## src/rtl/asc_pkg.sv

```systemverilog
// asc_pkg: request and result types, class codes and the microprogram
// for the aliquot sum classifier; depends on nothing

`default_nettype none

package asc_pkg;

  // payload field widths
  localparam int NUM_IN_W = 16;
  localparam int DSUM_W   = 18;
  localparam int CLASS_W  = 2;

  // divisor_sum saturates here
  localparam logic [DSUM_W-1:0] SUM_MAX = 18'd262143;

  // number class codes
  localparam logic [CLASS_W-1:0] CLASS_PERFECT   = 2'd0;
  localparam logic [CLASS_W-1:0] CLASS_ABUNDANT  = 2'd1;
  localparam logic [CLASS_W-1:0] CLASS_DEFICIENT = 2'd2;

  // request and result payloads
  typedef struct packed {
    logic                func;
    logic [NUM_IN_W-1:0] first_number;
    logic [NUM_IN_W-1:0] second_number;
  } in_t;

  typedef struct packed {
    logic [DSUM_W-1:0]  divisor_sum;
    logic [CLASS_W-1:0] number_class;
    logic               amicable;
  } out_t;

  // microcode word layout
  localparam int PC_W   = 4;
  localparam int OP_W   = 4;
  localparam int COND_W = 3;

  typedef struct packed {
    logic [OP_W-1:0]   op;
    logic [COND_W-1:0] cond;
    logic [PC_W-1:0]   target;
  } ucode_t;

  // datapath operations
  localparam logic [OP_W-1:0] OP_NOP       = 4'd0;
  localparam logic [OP_W-1:0] OP_INIT      = 4'd1;
  localparam logic [OP_W-1:0] OP_DIV_START = 4'd2;
  localparam logic [OP_W-1:0] OP_DIV_STEP  = 4'd3;
  localparam logic [OP_W-1:0] OP_ACCUM     = 4'd4;
  localparam logic [OP_W-1:0] OP_SQRT      = 4'd5;
  localparam logic [OP_W-1:0] OP_ZERO      = 4'd6;
  localparam logic [OP_W-1:0] OP_STORE     = 4'd7;
  localparam logic [OP_W-1:0] OP_SEL_B     = 4'd8;
  localparam logic [OP_W-1:0] OP_FINISH    = 4'd9;

  // jump conditions; a hit loads target, otherwise pc advances
  localparam logic [COND_W-1:0] C_NEXT      = 3'd0;
  localparam logic [COND_W-1:0] C_ALWAYS    = 3'd1;
  localparam logic [COND_W-1:0] C_N_LT2     = 3'd2;
  localparam logic [COND_W-1:0] C_SQ_GE_N   = 3'd3;
  localparam logic [COND_W-1:0] C_DIV_MORE  = 3'd4;
  localparam logic [COND_W-1:0] C_SEL_B     = 3'd5;
  localparam logic [COND_W-1:0] C_SKIP_B    = 3'd6;
  localparam logic [COND_W-1:0] C_OUT_STALL = 3'd7;

  // microprogram addresses
  localparam logic [PC_W-1:0] UA_INIT      = 4'd0;
  localparam logic [PC_W-1:0] UA_TEST      = 4'd1;
  localparam logic [PC_W-1:0] UA_DIV_START = 4'd2;
  localparam logic [PC_W-1:0] UA_DIV_STEP  = 4'd3;
  localparam logic [PC_W-1:0] UA_ACCUM     = 4'd4;
  localparam logic [PC_W-1:0] UA_SQRT      = 4'd5;
  localparam logic [PC_W-1:0] UA_ZERO      = 4'd6;
  localparam logic [PC_W-1:0] UA_STORE     = 4'd7;
  localparam logic [PC_W-1:0] UA_CHECK     = 4'd8;
  localparam logic [PC_W-1:0] UA_SEL_B     = 4'd9;
  localparam logic [PC_W-1:0] UA_FINISH    = 4'd10;

  // control store
  function automatic ucode_t ucode_rom(input logic [PC_W-1:0] pc);
    ucode_t w;
    unique case (pc)
      UA_INIT:      w = '{op: OP_INIT,      cond: C_N_LT2,     target: UA_ZERO};
      UA_TEST:      w = '{op: OP_NOP,       cond: C_SQ_GE_N,   target: UA_SQRT};
      UA_DIV_START: w = '{op: OP_DIV_START, cond: C_NEXT,      target: UA_INIT};
      UA_DIV_STEP:  w = '{op: OP_DIV_STEP,  cond: C_DIV_MORE,  target: UA_DIV_STEP};
      UA_ACCUM:     w = '{op: OP_ACCUM,     cond: C_ALWAYS,    target: UA_TEST};
      UA_SQRT:      w = '{op: OP_SQRT,      cond: C_ALWAYS,    target: UA_STORE};
      UA_ZERO:      w = '{op: OP_ZERO,      cond: C_NEXT,      target: UA_INIT};
      UA_STORE:     w = '{op: OP_STORE,     cond: C_SEL_B,     target: UA_FINISH};
      UA_CHECK:     w = '{op: OP_NOP,       cond: C_SKIP_B,    target: UA_FINISH};
      UA_SEL_B:     w = '{op: OP_SEL_B,     cond: C_ALWAYS,    target: UA_INIT};
      UA_FINISH:    w = '{op: OP_FINISH,    cond: C_OUT_STALL, target: UA_FINISH};
      default:      w = '{op: OP_NOP,       cond: C_ALWAYS,    target: UA_FINISH};
    endcase
    return w;
  endfunction

endpackage

`default_nettype wire

```

## src/rtl/aliquot_sum_classifier.sv

```systemverilog
// aliquot_sum_classifier: top level, microcoded sequencer with a trial
// division datapath; depends on asc_pkg

`default_nettype none

// Takes a request {func, first_number, second_number} and returns the
// aliquot sum of first_number (saturated to 18 bits), its class (perfect,
// abundant, deficient) and, when func is 1, whether the two numbers form
// an amicable pair. Numbers are cut to NUM_WIDTH bits. A small control
// store steps a datapath through trial divisors d = 2, 3, ... while
// d*d < n; each divisor is tried by the shared restoring divider, which
// makes one quotient bit per cycle. In mode 1 the second number is run
// through the same loop only when the first sum equals it and the
// numbers differ. One request is worked on at a time; a new request is
// taken while the previous result still waits at the output register.

module aliquot_sum_classifier #(
  parameter int NUM_WIDTH = 16
) (
  input  wire logic          clk,
  input  wire logic          rst_n,
  input  wire logic          in_valid,
  output logic               in_ready,
  input  wire asc_pkg::in_t  in_data,
  output logic               out_valid,
  input  wire logic          out_ready,
  output asc_pkg::out_t      out_data
);

  localparam int D_W   = (NUM_WIDTH + 1) / 2 + 1;
  localparam int SQ_W  = NUM_WIDTH + 2;
  localparam int S_W   = NUM_WIDTH + 3;
  localparam int CNT_W = $clog2(NUM_WIDTH);
  localparam int CMP_W = (S_W > asc_pkg::DSUM_W) ? S_W : asc_pkg::DSUM_W;

  // control state
  logic                      busy_r, busy_nxt;
  logic                      out_valid_r, out_valid_nxt;
  logic [asc_pkg::PC_W-1:0]  pc_r, pc_nxt;

  // datapath registers
  logic                      func_r, func_nxt;
  logic                      sel_r, sel_nxt;
  logic [NUM_WIDTH-1:0]      a_r, a_nxt;
  logic [NUM_WIDTH-1:0]      b_r, b_nxt;
  logic [NUM_WIDTH-1:0]      n_r, n_nxt;
  logic [S_W-1:0]            sum_r, sum_nxt;
  logic [S_W-1:0]            sa_r, sa_nxt;
  logic [D_W-1:0]            d_r, d_nxt;
  logic [SQ_W-1:0]           sq_r, sq_nxt;
  logic [D_W-1:0]            rem_r, rem_nxt;
  logic [NUM_WIDTH-1:0]      q_r, q_nxt;
  logic [CNT_W-1:0]          cnt_r, cnt_nxt;
  asc_pkg::out_t             out_data_r, out_data_nxt;

  // decode and datapath helpers
  asc_pkg::ucode_t           uc;
  logic                      cond_hit;
  logic                      out_free;
  logic [D_W:0]              rem_sh;
  logic                      fits;
  logic [D_W:0]              rem_sub;
  logic [CMP_W-1:0]          sa_cmp;

  assign in_ready  = !busy_r;
  assign out_valid = out_valid_r;
  assign out_data  = out_data_r;

  assign uc       = asc_pkg::ucode_rom(pc_r);
  assign out_free = !out_valid_r || out_ready;

  // one restoring division step
  assign rem_sh  = {rem_r, q_r[NUM_WIDTH-1]};
  assign fits    = rem_sh >= {1'b0, d_r};
  assign rem_sub = rem_sh - {1'b0, d_r};
  assign sa_cmp  = CMP_W'(sa_r);

  // jump condition select
  always_comb begin
    unique case (uc.cond)
      asc_pkg::C_NEXT:      cond_hit = 1'b0;
      asc_pkg::C_ALWAYS:    cond_hit = 1'b1;
      asc_pkg::C_N_LT2:     cond_hit = n_r < NUM_WIDTH'(2);
      asc_pkg::C_SQ_GE_N:   cond_hit = sq_r >= SQ_W'(n_r);
      asc_pkg::C_DIV_MORE:  cond_hit = cnt_r != '0;
      asc_pkg::C_SEL_B:     cond_hit = sel_r;
      asc_pkg::C_SKIP_B:    cond_hit = !(func_r && (a_r != b_r) && (sa_r == S_W'(b_r)));
      asc_pkg::C_OUT_STALL: cond_hit = !out_free;
      default:              cond_hit = 1'b0;
    endcase
  end

  // sequencer and datapath next state
  always_comb begin
    busy_nxt      = busy_r;
    out_valid_nxt = out_valid_r;
    pc_nxt        = pc_r;
    func_nxt      = func_r;
    sel_nxt       = sel_r;
    a_nxt         = a_r;
    b_nxt         = b_r;
    n_nxt         = n_r;
    sum_nxt       = sum_r;
    sa_nxt        = sa_r;
    d_nxt         = d_r;
    sq_nxt        = sq_r;
    rem_nxt       = rem_r;
    q_nxt         = q_r;
    cnt_nxt       = cnt_r;
    out_data_nxt  = out_data_r;

    // result taken downstream
    if (out_valid_r && out_ready) begin
      out_valid_nxt = 1'b0;
    end

    if (busy_r) begin
      unique case (uc.op)
        asc_pkg::OP_NOP: begin
        end
        asc_pkg::OP_INIT: begin
          sum_nxt = S_W'(1);
          d_nxt   = D_W'(2);
          sq_nxt  = SQ_W'(4);
        end
        asc_pkg::OP_DIV_START: begin
          rem_nxt = '0;
          q_nxt   = n_r;
          cnt_nxt = CNT_W'(NUM_WIDTH - 1);
        end
        asc_pkg::OP_DIV_STEP: begin
          rem_nxt = fits ? rem_sub[D_W-1:0] : rem_sh[D_W-1:0];
          q_nxt   = {q_r[NUM_WIDTH-2:0], fits};
          cnt_nxt = cnt_r - CNT_W'(1);
        end
        asc_pkg::OP_ACCUM: begin
          // divisor found: add d and its cofactor
          if (rem_r == '0) begin
            sum_nxt = sum_r + S_W'(d_r) + S_W'(q_r);
          end
          d_nxt  = d_r + D_W'(1);
          sq_nxt = sq_r + SQ_W'({d_r, 1'b1});
        end
        asc_pkg::OP_SQRT: begin
          // exact square root counts once
          if (sq_r == SQ_W'(n_r)) begin
            sum_nxt = sum_r + S_W'(d_r);
          end
        end
        asc_pkg::OP_ZERO: begin
          sum_nxt = '0;
        end
        asc_pkg::OP_STORE: begin
          if (!sel_r) begin
            sa_nxt = sum_r;
          end
        end
        asc_pkg::OP_SEL_B: begin
          n_nxt   = b_r;
          sel_nxt = 1'b1;
        end
        asc_pkg::OP_FINISH: begin
          if (out_free) begin
            out_data_nxt.divisor_sum = (sa_cmp > CMP_W'(asc_pkg::SUM_MAX)) ?
                                       asc_pkg::SUM_MAX : asc_pkg::DSUM_W'(sa_cmp);
            if (sa_r == S_W'(a_r)) begin
              out_data_nxt.number_class = asc_pkg::CLASS_PERFECT;
            end else if (sa_r > S_W'(a_r)) begin
              out_data_nxt.number_class = asc_pkg::CLASS_ABUNDANT;
            end else begin
              out_data_nxt.number_class = asc_pkg::CLASS_DEFICIENT;
            end
            out_data_nxt.amicable = sel_r && (sum_r == S_W'(a_r));
            out_valid_nxt = 1'b1;
            busy_nxt      = 1'b0;
          end
        end
        default: begin
        end
      endcase
      pc_nxt = cond_hit ? uc.target : pc_r + asc_pkg::PC_W'(1);
    end

    // new request
    if (in_valid && in_ready) begin
      func_nxt = in_data.func;
      a_nxt    = NUM_WIDTH'(in_data.first_number);
      b_nxt    = NUM_WIDTH'(in_data.second_number);
      n_nxt    = NUM_WIDTH'(in_data.first_number);
      sel_nxt  = 1'b0;
      pc_nxt   = asc_pkg::UA_INIT;
      busy_nxt = 1'b1;
    end
  end

  // control registers
  always_ff @(posedge clk) begin
    if (!rst_n) begin
      busy_r      <= 1'b0;
      out_valid_r <= 1'b0;
      pc_r        <= asc_pkg::UA_INIT;
    end else begin
      busy_r      <= busy_nxt;
      out_valid_r <= out_valid_nxt;
      pc_r        <= pc_nxt;
    end
  end

  // payload registers
  always_ff @(posedge clk) begin
    func_r     <= func_nxt;
    sel_r      <= sel_nxt;
    a_r        <= a_nxt;
    b_r        <= b_nxt;
    n_r        <= n_nxt;
    sum_r      <= sum_nxt;
    sa_r       <= sa_nxt;
    d_r        <= d_nxt;
    sq_r       <= sq_nxt;
    rem_r      <= rem_nxt;
    q_r        <= q_nxt;
    cnt_r      <= cnt_nxt;
    out_data_r <= out_data_nxt;
  end

  // a taken request starts the program at its first step
  a_start: assert property (@(posedge clk) disable iff (!rst_n)
    in_valid && in_ready |=> busy_r && (pc_r == asc_pkg::UA_INIT))
    else $error("request accepted but sequencer did not start");

  // program counter stays inside the control store
  a_pc_range: assert property (@(posedge clk) disable iff (!rst_n)
    busy_r |-> pc_r <= asc_pkg::UA_FINISH)
    else $error("program counter outside microprogram");

  // last division step falls through to accumulate
  a_div_exit: assert property (@(posedge clk) disable iff (!rst_n)
    busy_r && (pc_r == asc_pkg::UA_DIV_STEP) && (cnt_r == '0)
    |=> pc_r == asc_pkg::UA_ACCUM)
    else $error("divider loop did not exit after last bit");

  // a new result only appears as the sequencer goes idle
  a_result_idle: assert property (@(posedge clk) disable iff (!rst_n)
    $rose(out_valid_r) |-> !busy_r)
    else $error("result raised while sequencer still busy");

endmodule

`default_nettype wire
```

## config.mk

```make
export PLATFORM = sky130hd
export DESIGN_NAME = aliquot_sum_classifier
export DESIGN_NICKNAME = d
export VERILOG_FILES = /design/src/rtl/asc_pkg.sv /design/src/rtl/aliquot_sum_classifier.sv
export SDC_FILE = /design/constraint.sdc
export NUM_CORES = 1
export LEC_CHECK = 0
export ABC_AREA = 1
export BUFFER_PORTS_ARGS = -buffer_cell sky130_fd_sc_hd__buf_4
export CAP_MARGIN = 20
export CORE_UTILIZATION = 47
export CTS_CLUSTER_DIAMETER = 80
export DETAILED_ROUTE_END_ITERATION = 10
export GPL_TIMING_DRIVEN = 1
export MAX_ROUTING_LAYER = met4
export PLACE_DENSITY_LB_ADDON = 0.1
export SLEW_MARGIN = 10
export SYNTH_ARGS = -nofsm -noshare
export SYNTH_HDL_FRONTEND = slang
export SYNTH_SLANG_ARGS = --single-unit
export TNS_END_PERCENT = 5
```

## constraint.sdc

```tcl
create_clock -name clk -period 3.46 [get_ports clk]
set_input_delay 0.692 -clock clk [delete_from_list [all_inputs] [get_ports clk]]
set_output_delay 0.692 -clock clk [all_outputs]
set_load 0.03 [all_outputs]
```

# ---- Word level (Yosys, flattened, before mapping)
# Memories as Yosys holds them, arrays and structs flattened. A register that Yosys moved wholly into a read port is not among the register bits.
# Cells that the tools add are included.
dict set report totals {
  latch_bits 0
  regBits 171
  memories 1
  wordCells 107
  input_bits 37
  romBits 176
  output_inout_bits 23
  ram_bits 0
}
dict set report op_classes {
  n_reduce_logical 26
  n_bitwise 2
  multipliers 0
  n_lt_le_gt_ge 5
  n_addsub 7
  n_mux 25
  shifts 0
  n_eq_ne 23
  div_mod_pow 0
}
# name words width read_ports rd_clocked_by_memory_dff wr line_no
set memory_table {}
lappend memory_table {{(name not given)} 16 11 1 1 0 asc_pkg.sv:83} ;# unique case (pc)
# operator count
set op_table {}
lappend op_table {{$pmux W19 S4} 1}
lappend op_table {{$eq A19 B16 Y1} 3}
lappend op_table {{$mux W16} 3}
lappend op_table {{$mux W19} 2}
lappend op_table {{$pmux W18 S2} 1}
lappend op_table {{$pmux W9 S2} 2}
lappend op_table {{$pmux W16 S2} 1}
lappend op_table {{$add A19 B16 Y19} 1}
lappend op_table {{$add A19 B9 Y19} 1}
lappend op_table {{$gt A19 B16 Y1} 1}
lappend op_table {{$gt A19 B18 Y1 const B} 1}
lappend op_table {{$add A18 B10 Y18} 1}
lappend op_table {{$eq A18 B16 Y1} 1}
lappend op_table {{$ge A18 B16 Y1} 1}
lappend op_table {{$eq A4 B3 Y1 const B} 4}
lappend op_table {{$lt A16 B2 Y1 const B} 1}
lappend op_table {{$ne A16 B16 Y1} 1}
lappend op_table {{$eq A3 B3 Y1 const B} 4}
lappend op_table {{$mux W4} 3}
lappend op_table {{$ge A10 B9 Y1} 1}
lappend op_table {{$add A9 B1 Y9 const B} 1}
lappend op_table {{$logic_not A9 Y1} 1}
lappend op_table {{$mux W9} 1}
lappend op_table {{$sub A9 B9 Y9} 1}
lappend op_table {{23 further kinds} 50}

# ---- Depth between registers and ports, before layout
dict set report logic_depth {
  ltp_word 8
  mapped_depth 23
  ltp_nobuf 23
}

# ---- Worst setup path after synthesis
# OpenSTA, ideal clock, no wires.
dict set report synth_path {
  path_type {reg-to-reg}
  from {reg d_r[0]}
  to {reg sum_r[17], data pin}
  n_path_buf 0
  slack_ps 21
  stages_incl_launch_ff 21
  synth_period_minus_slack_ps 3439
  arrival_time_ps 3176
  setup_ps 263
  path_cell_list {edfxtp_1 > ha_1 > inv_1 > fa_1 > o31ai_2 > nand2_1 > nor2_1 > inv_1 > a21oi_1 > nand3_1 > xnor2_1 > ha_1 > nand2_1 > nor2_1 > nand3_1 > o2111ai_1 > nand2_1 > nand2_1 > nand2_1 > o21ai_0 > o22ai_1}
}
dict set report synth_between {
  elab_chain_cells 4
}
# item line_no
set synth_lines {}
lappend synth_lines {{from (decl)} aliquot_sum_classifier.sv:49} ;# logic [D_W-1:0] d_r, d_nxt;
lappend synth_lines {{from (signal assigned)} aliquot_sum_classifier.sv:218} ;# d_r <= d_nxt;
lappend synth_lines {{$add A19 B9 Y19 (*)} {aliquot_sum_classifier.sv:139, aliquot_sum_classifier.sv:147}}
lappend synth_lines {{$add A19 B16 Y19} aliquot_sum_classifier.sv:139} ;# sum_nxt = sum_r + S_W'(d_r) + S_W'(q_r);
lappend synth_lines {{$mux W19} aliquot_sum_classifier.sv:138} ;# if (rem_r == '0) begin
lappend synth_lines {{$pmux W19 S4 (*)} aliquot_sum_classifier.sv:118} ;# unique case (uc.op)
lappend synth_lines {{to (signal assigned)} aliquot_sum_classifier.sv:216} ;# sum_r <= sum_nxt;
lappend synth_lines {{to (decl)} aliquot_sum_classifier.sv:47} ;# logic [S_W-1:0] sum_r, sum_nxt;
# Mark *: on every way between the ends. The rest lies on a longest branch, timed or not. The select of a mux whose other input is x is not followed.
# A chain may end at the register's enable or synchronous reset.

# ---- Final worst setup path
dict set report layout_path {
  from {reg sum_r[0]}
  to {reg sum_r[17], data pin}
}
dict set report layout_between {
  elab_chain_cells 4
}
# item line_no
set layout_lines {}
lappend layout_lines {{$add A19 B9 Y19 (*)} {aliquot_sum_classifier.sv:139, aliquot_sum_classifier.sv:147}}
lappend layout_lines {{$add A19 B16 Y19} aliquot_sum_classifier.sv:139}
lappend layout_lines {{$mux W19} aliquot_sum_classifier.sv:138}
lappend layout_lines {{$pmux W19 S4 (*)} aliquot_sum_classifier.sv:118}
# Marked as above.

==> PnR_summary.wiki <==
{| class="wikitable"
! Metric !! Value
|-
| Dominant cell type by count on the critical path || sky130_fd_sc_hd__nand2_1
|-
| Highest achievable clock rate || 293 MHz
|-
| Clk buf depth || 2
|-
| Design Power || 5.71 mW
|-
| Mux contribution to synthesized area || 0
|-
| Number of cells on the worst hold path || 1
|-
| Placeable core region || 22600 sq um
|-
| Layout-stage area growth over the synthesis result || 18.7%
|-
| Post-synthesis compound-gate area fraction || 0.114
|-
| Unrepaired setup endpoints after global routing || yes
|-
| Gr usage total || 0.251
|-
| Post-layout util || 0.569
|-
| Status || finished, final reports clean
|-
| Synthesized net count || 1306
|-
| Cell-by-cell trace of the critical path || ha_1 > inv_1 > fa_2 > o31ai_4 > nand2_1 > nor2_1 > inv_1 > a21oi_2 > nand3_1 > xnor2_1 > ha_1 > nand2_2 > nor2_4 > nand3_2 > o2111ai_2 > nand2_1 > nand2_1 > nand2_1 > o21ai_1 > o22ai_1
|-
| CP Max Fanout || 4
|-
| Worst clock skew on the final layout || 0.00866 ns
|-
| Post-route DRC || 0
|-
| Hold-fix buffers, CTS || 0
|-
| Post-synth top area cell || sky130_fd_sc_hd__edfxtp_1
|-
| Ratio of cells with drive above 1 in the final layout || 0.180
|-
| Number of max-cap violations || 0
|-
| Kind of critical path || reg2reg
|-
| Top Ports || 60
|-
| Synth Cell Area || 10800 sq um
|-
| Sequential cell area || 5290 sq um
|-
| Area of all placed cells without fillers || 12800 sq um
|-
| Yosys warning count || 0
|-
| Vert. Die Dim || 154 um
|-
| CTS root buf || sky130_fd_sc_hd__clkbuf_16
|-
| Antenna diode count || 0
|-
| Final setup viols || 0
|-
| Final weighted congestion in routability-driven placement || slightly above 0.9
|-
| Most numerous cell in the Yosys netlist || sky130_fd_sc_hd__nand2_1
|-
| Area of the die || 23600 sq um
|-
| Min Clock Period, post-route || 3.42 ns
|-
| Fraction of synthesized cell area taken by the top area cell type || 0.456
|-
| First-pass GRT wire length || 43700 um
|-
| Number of synthesized flops with an enable pin || 164
|-
| Transition time at the pin with the least slew margin || around 0.66 ns
|-
| CP Capture Type || flip-flop
|-
| Element type at the critical path start || flip-flop
|-
| Area contributors post-synth || sky130_fd_sc_hd__edfxtp_1 46%, sky130_fd_sc_hd__ha_1 9.5%, sky130_fd_sc_hd__nand2_1 9.0%
|-
| GRT overflow || 0
|-
| Clock buffers created by TritonCTS || 17
|-
| DRC marker count from the first detailed-route iteration || 572
|-
| Worst r2r dst || sum_r[17]$_DFFE_PP_
|-
| Slowest cell on crit path || sky130_fd_sc_hd__fa_2
|-
| Dominant combinational cell family by area after synthesis || simple AND/OR/NAND/NOR gates
|-
| Die X-Extent || 154 um
|-
| Critical path required time || 3.64 ns
|-
| Remaining number of nets flagged by the antenna check after routing || 0
|-
| Skew-Pair Late Insertion Delay || 0.44 ns
|-
| Avg WL per Cell || 17.2 um
|-
| Vias in the first global route || 8058
|-
| Starting density of the core || 0.479
|-
| Multi-input combinational cell area || 5090 sq um
|-
| Slew Limit Fails || 0
|-
| Worst-case headroom to the max-slew limit || 0.562
|-
| Mean area per synthesized cell || 9.14 sq um
|-
| Delay of the slowest cell on the worst path || ~0.46 ns
|-
| Top_reg_cell synth || sky130_fd_sc_hd__edfxtp_1
|-
| Clock transition at the registers of the reported paths || 0.07 ns
|-
| IR Drop Worst-Case VDD || 0.286 mV
|-
| Synth async-reset ratio || 0
|-
| Fin crit share || 0.988
|-
| Commonest cells post-synth || 259 x sky130_fd_sc_hd__nand2_1, 164 x sky130_fd_sc_hd__edfxtp_1, 159 x sky130_fd_sc_hd__inv_1
|-
| Flip-flop and latch count after synthesis || 182
|-
| Worst flop-to-flop path startpoint || sum_r[0]$_DFFE_PP_
|-
| First-pass DRT Iterations || 5
|-
| Pin count of the biggest net entering global routing || 61
|-
| Clk sink count || 182
|-
| Net total in the final layout || 1430
|-
| Initial antenna violation count || 0
|-
| Worst hold path class || in2reg
|-
| Placed cell count || between 1500 and 2000
|-
| CTS tree || yes
|-
| Filler cells || 2022
|-
| Wirelength, routed || 27600 um
|-
| Number of vias in the routed layout || between 8000 and 9000
|-
| CP Launch Point || sum_r[0]$_DFFE_PP_
|-
| Final non-filler cell total || approximately 1600
|-
| Number of hold violations in the final report || 0
|-
| Vias/cell || between 5 and 6
|-
| Register-to-register path setup slack || ~0.042 ns
|-
| Total placed instance area || 12000 sq um
|-
| Share of synthesized cell area in full adder, half adder and majority cells || 0.102
|-
| Cell leakage power || 5.52 nW
|-
| CTS H-Tree Depth || 4
|-
| Synthesized instance count || 1183
|-
| Share of the yosys chip area belonging to registers || 0.489
|-
| Worst Reg-to-Reg Cells || 20
|-
| Simple logic cell fraction of the synthesized area || 0.184
|-
| IO buf count || a little under 60
|-
| Power per cell area || 445 nW/um^2
|-
| Worst endpoint data arrival time || 3.59 ns
|-
| Count of cell types in the netlist || 49
|-
| Post-detail-place hpwl || 21200 um
|-
| Standard-cell row count || 55
|-
| Capture point of the worst path || sum_r[17]$_DFFE_PP_
|-
| Xor and xnor fraction of the mapped netlist area || 0.0470
|}
[layer usage]
metal / vias to the layer above / share of wire / routed length, um / global-route usage
met5: - / 0 / 0 / -
met4: 0 / 0.023 / 641 / 0.0905
met3: 34 / 0.038 / 1040 / 0.0285
met2: 186 / 0.49 / 13400 / 0.405
met1: 4017 / 0.45 / 12500 / 0.326
li1: 4294 / - / - / -
[area by class of cell]
| type | count | area share |
|---|---|---|
| Sequential cell | 182 | 0.412 |
| Multi-Input combinational cell | 821 | 0.397 |
| Timing Repair Buffer | 121 | 0.0708 |
| Inverter | 164 | 0.0483 |
| Clock buffer | 17 | 0.0331 |
| Tap cell | 285 | 0.0278 |
| Clock inverter | 15 | 0.0115 |
[how the worst min path moves through the flow]
stage,from,end,slack (ns)
3_5_place_dp,sum_r[16]$_DFFE_PP_,sa_cmp[16]$_DFFE_PP_,0.50
6_report,in_data[13],b_r[13]$_DFFE_PP_,0.43
5_1_grt,in_data[13],b_r[13]$_DFFE_PP_,0.42
4_1_cts,in_data[13],b_r[13]$_DFFE_PP_,0.41
2_1_floorplan,sum_r[16]$_DFFE_PP_,sa_cmp[16]$_DFFE_PP_,0.45
3_3_place_gp,sum_r[16]$_DFFE_PP_,sa_cmp[16]$_DFFE_PP_,0.50
[through the flow]
step	hold WS, ns	setup WS [ns]	TNS (ns)
after global routing	0.417	-0.136	-0.466
final	0.427	0.0422	0
after detailed placement	0.499	-0.0570	-0.0858
after CTS	0.413	0.00308	0
after floorplan	0.450	0.0208	0
after global placement	0.503	-0.0343	-0.0343
[flip-flops by register name (all words and copies together) (netlist names)]
name       count
out_data      21
sa_cmp        19
sum_r         19
sq_r          18
a_r           16
b_r           16
n_r           16
q_r           16
uc            11
d_r            9
rem_r          9
cnt_r          4
pc_r           4
busy_r         1
func_r         1
out_valid      1
sel_r          1
[placed cells by master (no fill, tap or decap), drive strengths merged, types with 5 or more instances in the layout]
master  synthesis  final
nand2         269    269
xnor2          22     22
dfxtp          18     18
buf             3    121
or2            17     17
xor2           36     36
ha             82     82
nand3          46     46
edfxtp        164    164
o21ai          84     84
o21bai          5      5
inv           162    168
o22ai          12     12
a21o            6      6
a21oi          79     79
nand4          16     16
nor3           14     14
clkbuf         13     17
clkinv          2      8
nor4            7      7
nor2           88     88
a31oi           7      7
[where the power goes]
group	total [mW]	switching [mW]	internal (mW)	leakage, nW
registers	2.62	0.103	2.52	1.67
clock network	1.93	0.914	1.01	0.277
logic	1.17	0.686	0.483	3.57
total	5.71	1.70	4.01	5.52
[worst max-delay path, delay by kind of cell, from the launching register on]
| kind | cells | cell delay [ns] |
|---|---|---|
| adders and majority gates | 3 | 1.01 |
| and+or+nand+nor | 9 | 0.83 |
| AOI/OAI and AO/OA | 5 | 0.67 |
| DFF | 1 | 0.35 |
| xor gates and xnor gates | 1 | 0.17 |
| buffers and inverters | 2 | 0.13 |
[kinds of logic after synthesis]
logic type / after synthesis
and+or+nand+nor: 461
AOI/OAI and AO/OA: 216
DFF: 182
buffers and inverters: 180
adders and majority gates: 86
xor gates and xnor gates: 58
[timing repair]
item | CTS | global route
gates cloned | 0 | 0
resized for setup | 4 | 44
setup buffers | 3 | 8
pin swaps | 3 | 27
setup endpoints to repair | 3 | 11
(Power assumes the default switching activity.)
